## src/sv/aprop_pkg.sv

```systemverilog
package aprop_pkg;

    localparam int PIX_W   = 32;
    localparam int CHAN_W  = 8;
    localparam int MODE_W  = 4;
    localparam int CIDX_W  = 3;

    typedef logic [PIX_W-1:0]  pixel_t;
    typedef logic [CHAN_W-1:0] chan_t;

    typedef enum logic [MODE_W-1:0] {
        ROP_COPY_RGB    = 4'd0,
        ROP_COPY_ALPHA  = 4'd1,
        ROP_RGB_UNDER   = 4'd2,
        ROP_RGB_ATLEAST = 4'd3,
        ROP_ALPHA_MAX   = 4'd4,
        ROP_ALPHA_MIN   = 4'd5,
        ROP_FILL_RGB    = 4'd6,
        ROP_BLEND       = 4'd7,
        ROP_FILL_ALPHA  = 4'd8
    } rop_mode_t;

    typedef enum logic [CIDX_W-1:0] {
        REG_ALPHA_THRESHOLD = 3'd0,
        REG_FILL_RED        = 3'd1,
        REG_FILL_GREEN      = 3'd2,
        REG_FILL_BLUE       = 3'd3,
        REG_FILL_ALPHA      = 3'd4
    } reg_index_t;

    typedef struct packed {
        chan_t alpha_threshold;
        chan_t fill_red;
        chan_t fill_green;
        chan_t fill_blue;
        chan_t fill_alpha;
    } rop_cfg_t;

endpackage

```

## src/sv/argb_pixel_raster_op_unit_core.sv

```systemverilog
// ARGB8888 raster operation unit. Takes one destination/source pixel pair and a
// mode per transfer and returns the new destination pixel. Throughput is one
// pixel per clock while res_stall is low; a pixel passes the input register and
// the result register around the single combinational operation stage.
// Registers (threshold, fill color, fill alpha) are written through the cfg
// port, which is always ready; write them only while no pixel is in flight.
module argb_pixel_raster_op_unit_core
(
    input  logic                          clk,
    input  logic                          rst_n,
    input  logic                          cfg_valid,
    output logic                          cfg_ready,
    input  logic [aprop_pkg::CIDX_W-1:0]  cfg_index,
    input  logic [aprop_pkg::CHAN_W-1:0]  cfg_data,
    input  logic                          pix_valid,
    output logic                          pix_stall,
    input  logic [aprop_pkg::MODE_W-1:0]  mode,
    input  aprop_pkg::pixel_t             dst_pixel,
    input  aprop_pkg::pixel_t             src_pixel,
    output logic                          res_valid,
    input  logic                          res_stall,
    output aprop_pkg::pixel_t             new_pixel
);
    import aprop_pkg::*;

    rop_cfg_t                cfg_reg;
    rop_cfg_t                cfg_next;
    logic                    s1_valid_reg;
    logic                    s1_valid_next;
    logic [MODE_W-1:0]       mode_reg;
    pixel_t                  dst_reg;
    pixel_t                  src_reg;
    logic                    s2_valid_reg;
    logic                    s2_valid_next;
    pixel_t                  res_reg;
    pixel_t                  res_next;
    logic                    s1_stall;
    logic                    in_load;
    logic                    res_load;

    assign cfg_ready = 1'b1;

    always_comb
    begin
        cfg_next = cfg_reg;
        if (cfg_valid)
        begin
            unique case (reg_index_t'(cfg_index))
                REG_ALPHA_THRESHOLD: cfg_next.alpha_threshold = cfg_data;
                REG_FILL_RED:        cfg_next.fill_red        = cfg_data;
                REG_FILL_GREEN:      cfg_next.fill_green      = cfg_data;
                REG_FILL_BLUE:       cfg_next.fill_blue       = cfg_data;
                REG_FILL_ALPHA:      cfg_next.fill_alpha      = cfg_data;
                default:             cfg_next = cfg_reg;
            endcase
        end
    end

    // result stage holds while the downstream stalls; input stage holds behind it
    assign s1_stall  = s2_valid_reg && res_stall;
    assign pix_stall = s1_valid_reg && s1_stall;
    assign in_load   = pix_valid && !pix_stall;
    assign res_load  = s1_valid_reg && !s1_stall;

    assign s1_valid_next = pix_stall ? s1_valid_reg : pix_valid;
    assign s2_valid_next = s1_stall  ? s2_valid_reg : s1_valid_reg;

    aprop_rop u_rop
    (
        .mode      (mode_reg),
        .dst_pixel (dst_reg),
        .src_pixel (src_reg),
        .cfg       (cfg_reg),
        .new_pixel (res_next)
    );

    always_ff @(posedge clk or negedge rst_n)
    begin
        if (!rst_n)
        begin
            cfg_reg      <= '0;
            s1_valid_reg <= 1'b0;
            s2_valid_reg <= 1'b0;
        end
        else
        begin
            cfg_reg      <= cfg_next;
            s1_valid_reg <= s1_valid_next;
            s2_valid_reg <= s2_valid_next;
        end
    end

    always_ff @(posedge clk)
    begin
        if (in_load)
        begin
            mode_reg <= mode;
            dst_reg  <= dst_pixel;
            src_reg  <= src_pixel;
        end
        if (res_load)
        begin
            res_reg <= res_next;
        end
    end

    assign res_valid = s2_valid_reg;
    assign new_pixel = res_reg;

endmodule

```

## src/sv/aprop_rop.sv

```systemverilog
module aprop_rop
(
    input  logic [aprop_pkg::MODE_W-1:0] mode,
    input  aprop_pkg::pixel_t            dst_pixel,
    input  aprop_pkg::pixel_t            src_pixel,
    input  aprop_pkg::rop_cfg_t          cfg,
    output aprop_pkg::pixel_t            new_pixel
);
    import aprop_pkg::*;

    // ((a+1)*f + (256-a)*d) >> 8; the sum never exceeds 255 * 257, so it fits in 16 bits
    function automatic chan_t blend_chan(input chan_t a, input chan_t f, input chan_t d);
        logic [CHAN_W:0]     w_fill;
        logic [CHAN_W:0]     w_dst;
        logic [2*CHAN_W:0]   sum;
        begin
            w_fill = {1'b0, a} + 9'd1;
            w_dst  = 9'd256 - {1'b0, a};
            sum    = ({{CHAN_W{1'b0}}, w_fill} * {{CHAN_W{1'b0}}, f})
                   + ({{CHAN_W{1'b0}}, w_dst} * {{CHAN_W{1'b0}}, d});
            blend_chan = sum[2*CHAN_W-1:CHAN_W];
        end
    endfunction

    chan_t  dst_a;
    chan_t  src_a;
    pixel_t src_rgb;
    pixel_t src_alpha;
    pixel_t blended;

    assign dst_a     = dst_pixel[31:24];
    assign src_a     = src_pixel[31:24];
    assign src_rgb   = {dst_a, src_pixel[23:0]};
    assign src_alpha = {src_a, dst_pixel[23:0]};
    assign blended   = {dst_a,
                        blend_chan(cfg.fill_alpha, cfg.fill_red,   dst_pixel[23:16]),
                        blend_chan(cfg.fill_alpha, cfg.fill_green, dst_pixel[15:8]),
                        blend_chan(cfg.fill_alpha, cfg.fill_blue,  dst_pixel[7:0])};

    always_comb
    begin
        unique case (rop_mode_t'(mode))
            ROP_COPY_RGB:    new_pixel = src_rgb;
            ROP_COPY_ALPHA:  new_pixel = src_alpha;
            ROP_RGB_UNDER:   new_pixel = (src_a <= cfg.alpha_threshold) ? src_rgb : dst_pixel;
            ROP_RGB_ATLEAST: new_pixel = (src_a >= cfg.alpha_threshold) ? src_rgb : dst_pixel;
            ROP_ALPHA_MAX:   new_pixel = (src_a > dst_a) ? src_alpha : dst_pixel;
            ROP_ALPHA_MIN:   new_pixel = (src_a < dst_a) ? src_alpha : dst_pixel;
            ROP_FILL_RGB:    new_pixel = {dst_a, cfg.fill_red, cfg.fill_green, cfg.fill_blue};
            ROP_BLEND:       new_pixel = blended;
            ROP_FILL_ALPHA:  new_pixel = {cfg.fill_alpha, dst_pixel[23:0]};
            default:         new_pixel = dst_pixel;
        endcase
    end

endmodule
```

## config.mk

```make
export PLATFORM = sky130hd
export DESIGN_NAME = argb_pixel_raster_op_unit_core
export DESIGN_NICKNAME = d
export VERILOG_FILES = /design/src/sv/aprop_pkg.sv /design/src/sv/argb_pixel_raster_op_unit_core.sv /design/src/sv/aprop_rop.sv
export SDC_FILE = /design/constraint.sdc
export NUM_CORES = 1
export LEC_CHECK = 0
export BUFFER_PORTS_ARGS = -buffer_cell sky130_fd_sc_hd__buf_2
export CAP_MARGIN = 20
export CORE_MARGIN = 1
export CORE_UTILIZATION = 55
export CTS_CLUSTER_DIAMETER = 120
export DETAILED_ROUTE_END_ITERATION = 8
export PLACE_DENSITY = 0.72
export SLEW_MARGIN = 20
export SYNTH_ARGS = -nofsm -noshare
export SYNTH_HDL_FRONTEND = slang
export SYNTH_HIERARCHICAL = 1
export SYNTH_SLANG_ARGS = --single-unit
```

## constraint.sdc

```tcl
create_clock -name clk -period 9.8 [get_ports clk]
set_input_delay 0.49 -clock clk [delete_from_list [all_inputs] [get_ports clk]]
set_output_delay 0.49 -clock clk [all_outputs]
set_load 0.03 [all_outputs]
```

==> qor.csv <==
stage,metric,value,unit
synth,Post-synth top flop,edfxtp_1,
cts,H-tree depth,4,
floorplanning,die height,192,um
critical_path,Reg2Reg Depth,21,
grt,vias in the first global route,15587,
synth,Post-synth top cells,"inv_1, fa_1, and2_1",
synth,Synth area leader,fa_1,
sta,RSZ-0062 raised after global routing,no,
sta,final total negative setup slack,0,ps
synth,largest cells by area after synthesis,"fa_1, edfxtp_1, ha_1, inv_1, and2_1",
floorplanning,# IOs,119,
route,Remaining DRCs,0,
synth,number of flops mapped to enable cells by yosys,100,
grt,first-pass GRT wire length,84.0,mm
critical_path,r2r startpoint,cfg_reg[0]$_DFFE_PN0P_,
cts,Num CTS Buffers,17,
cts,Clock Sinks,142,
critical_path,Critical Path Fanout Max,16,
synth,syn_nets,2575,
sta,final clock skew,17.1,ps
critical_path,Startpoint Class,flop,
critical_path,CP max stage delay,740,ps
cells_and_area,Synth-to-Final Area Change,8.20,%
cts,CTS tree,done,
sta,Final Max Slew Viols,0,
critical_path,critical path class,reg -> reg,
sta,fin crit share,85.2,%
synth,"Seq/Total Area, Yosys",20.4,%
cts,Post-CTS Setup Repair Bufs,0,
cts,Post-CTS Hold Buffers,0,
grt,grt total ovfl,0,
cts,post-cts resize count,0,
synth,dominant cell by count in the synthesized netlist,inv_1,
placed_design,Port Buffers,117,
grt,largest net degree at the start of global routing,69,
critical_path,Worst R2R Setup Slack,1450,ps
critical_path,crit path DAT,8520,ps
cells_and_area,Finished Layout Cells,2508,
cells_and_area,cell area after layout,21500,um2
route,Via Count,14374,
floorplanning,Die Width,192,um
synth,Synth top area share,32.1,%
floorplanning,DIE AREA,36900,um2
floorplanning,initial core utilization,55.8,%
status,status,completed,
cts,CTS Root Cell,clkbuf_16,
critical_path,kind of cell adding the most delay to the critical path,adder cells,
synth,syn_area_per_cell,10.0,um2
critical_path,CP Capture Point,new_pixel[13]$_DFFE_PP_,
floorplanning,Core Area,35600,um2
grt,initial antenna violation count,1,
sta,headroom to the max-slew limit,21.7,%
placed_design,DP Area,20900,um2
cts,clock buffer depth,2,
synth,Syn. warnings,6,
route,1st-iter DRT viols,1247,
critical_path,Critical Path Stages,21,
cells_and_area,layout cells sized above 1,11.8,%
job,MaxCap Viol Count,0,
floorplanning,row count,69,
critical_path,reg2reg end,new_pixel[13]$_DFFE_PP_,
critical_path,CP Capture Type,flop,
placed_design,hpwl dp,38.2,mm
synth,Mapped Area,19900,um2
synth,"FF+latch count, synth",142,
placed_design,Inst Count DP,2474,
route,WL/cell,20.7,um
critical_path,CP required,9970,ps
critical_path,Crit-path slowest cell,o311ai_0,
critical_path,CP Buf/Inv Count,4,
route,"antenna viol nets, final",0,
sta,final hold violations,0,
sta,slew at the pin with the worst max-slew slack,1160,ps
critical_path,source of the critical timing path,cfg_reg[0]$_DFFE_PN0P_,
sta,final setup vio count,0,
route,Detailed Routing Iterations Pass 1,5,
synth,"Distinct cells, synth",69,
critical_path,crit-path most repeated cell,fa_1,
synth,post-synthesis cell count,1981,
cts,clk slew on worst S/H paths,70,ps
placed_design,Final GP Congestion,0.937,
sta,min cycle time layout,8350,ps
route,routed wire length,51.8,mm
critical_path,crit path cell chain,inv_1 -> ha_1 -> or3b_1 -> or3_4 -> xor2_1 -> buf_4 -> and2_1 -> fa_1 -> fa_1 -> fa_1 -> fa_1 -> fa_1 -> inv_1 -> fa_1 -> inv_1 -> ha_1 -> o311ai_0 -> o21ai_0 -> mux2i_1 -> a2111oi_0 -> nor3_1,
cells_and_area,max reg flops,40,
hold_path,Min-Delay Path Class,in -> async,
sta,f_max,120,MHz
cts,clock latency on the worst-skew pair,460,ps
synth,Async SR Flop Fraction,29.6,%
route,Via density,5.73,
cells_and_area,fin nets,2626,
grt,GRT Total Usage,30.5,%
-- through the flow --
| step | utilization (%) | hold slack, ps | setup slack, ps |
|---|---|---|---|
| floorplan | - | 194 | 2590 |
| global placement | 58.7 | 463 | 2110 |
| detailed placement | 58.7 | 481 | 1730 |
| CTS | 60.3 | 194 | 1680 |
| global route | 60.4 | 197 | 1000 |
| finish | 60.4 | 204 | 1450 |
-- logic make-up (layout without fill, tap and decap cells) --
logic type	after synthesis	count (layout)	share of synthesized area [%]
mux	44	44	2.47
compound gates	158	158	5.87
buf+inv	530	594	10.1
simple gates	544	544	14.7
flops	142	142	20.4
fa+ha+maj	510	510	44.2
xor+xnor	52	52	2.29
other cells	1	3	0.0189
-- layout by cell type (no fill, tap or decap), drive strengths merged, types with 12 or more instances in the layout --
| cell | Yosys | layout |
|---|---|---|
| inv | 425 | 437 |
| ha | 192 | 192 |
| and2 | 238 | 238 |
| and3 | 13 | 13 |
| nor2 | 32 | 32 |
| dfrtp | 42 | 42 |
| mux2 | 40 | 40 |
| a21oi | 27 | 27 |
| o21a | 12 | 12 |
| a222oi | 18 | 18 |
| fa | 318 | 318 |
| edfxtp | 100 | 100 |
| clkbuf | 84 | 17 |
| nand2 | 184 | 184 |
| buf | 21 | 137 |
| xnor2 | 37 | 37 |
| xor2 | 15 | 15 |
| nor2b | 23 | 23 |
| o21ai | 36 | 36 |
| nor3 | 12 | 12 |
-- worst reg2reg max path: stages (launching register included) --
cell       delay, ps
dfrtp_1          380
inv_1            220
ha_1             320
or3b_1           410
or3_4            380
xor2_1           690
buf_4            390
and2_1           200
fa_1             420
fa_1             590
fa_1             460
fa_1             480
fa_1             510
inv_1             50
fa_1             480
inv_1             40
ha_1             180
o311ai_0         740
o21ai_0          350
mux2i_1          220
a2111oi_0        430
nor3_1           120
-- cell type report --
type | instances | area [um2]
diodes | 2 | 5.00
clock buffers | 17 | 425
clock inverters | 15 | 141
fillers | 2975 | 14100
inverters | 425 | 1600
multi-input cells | 1309 | 14000
flip-flops and latches | 142 | 4050
well taps | 461 | 577
repair buffers | 137 | 736
-- worst min-delay path by stage --
stage,from,to,slack [ps],cells past startpoint
after floorplan,rst_n,cfg_reg[0]$_DFFE_PN0P_,190,0
after detailed placement,s1_valid_reg$_DFFE_PN0N_,res_valid$_DFFE_PN0N_,480,1
after global placement,s1_valid_reg$_DFFE_PN0N_,res_valid$_DFFE_PN0N_,460,1
after CTS,dst_pixel[18],dst_reg[18]$_DFFE_PP_,190,1
after global routing,dst_pixel[4],dst_reg[4]$_DFFE_PP_,200,1
final,rst_n,cfg_reg[34]$_DFFE_PN0P_,200,1
-- metal layers --
layer	up-vias	global-route usage [%]	wire length, um
li1	6238	-	-
met1	7252	40.7	21200
met2	724	48.3	23800
met3	160	5.30	4390
met4	0	15.0	2440
met5	-	0	0
Power is not shown: default switching activity piles up to over one toggle a cycle in this logic, so the estimate is an artifact.
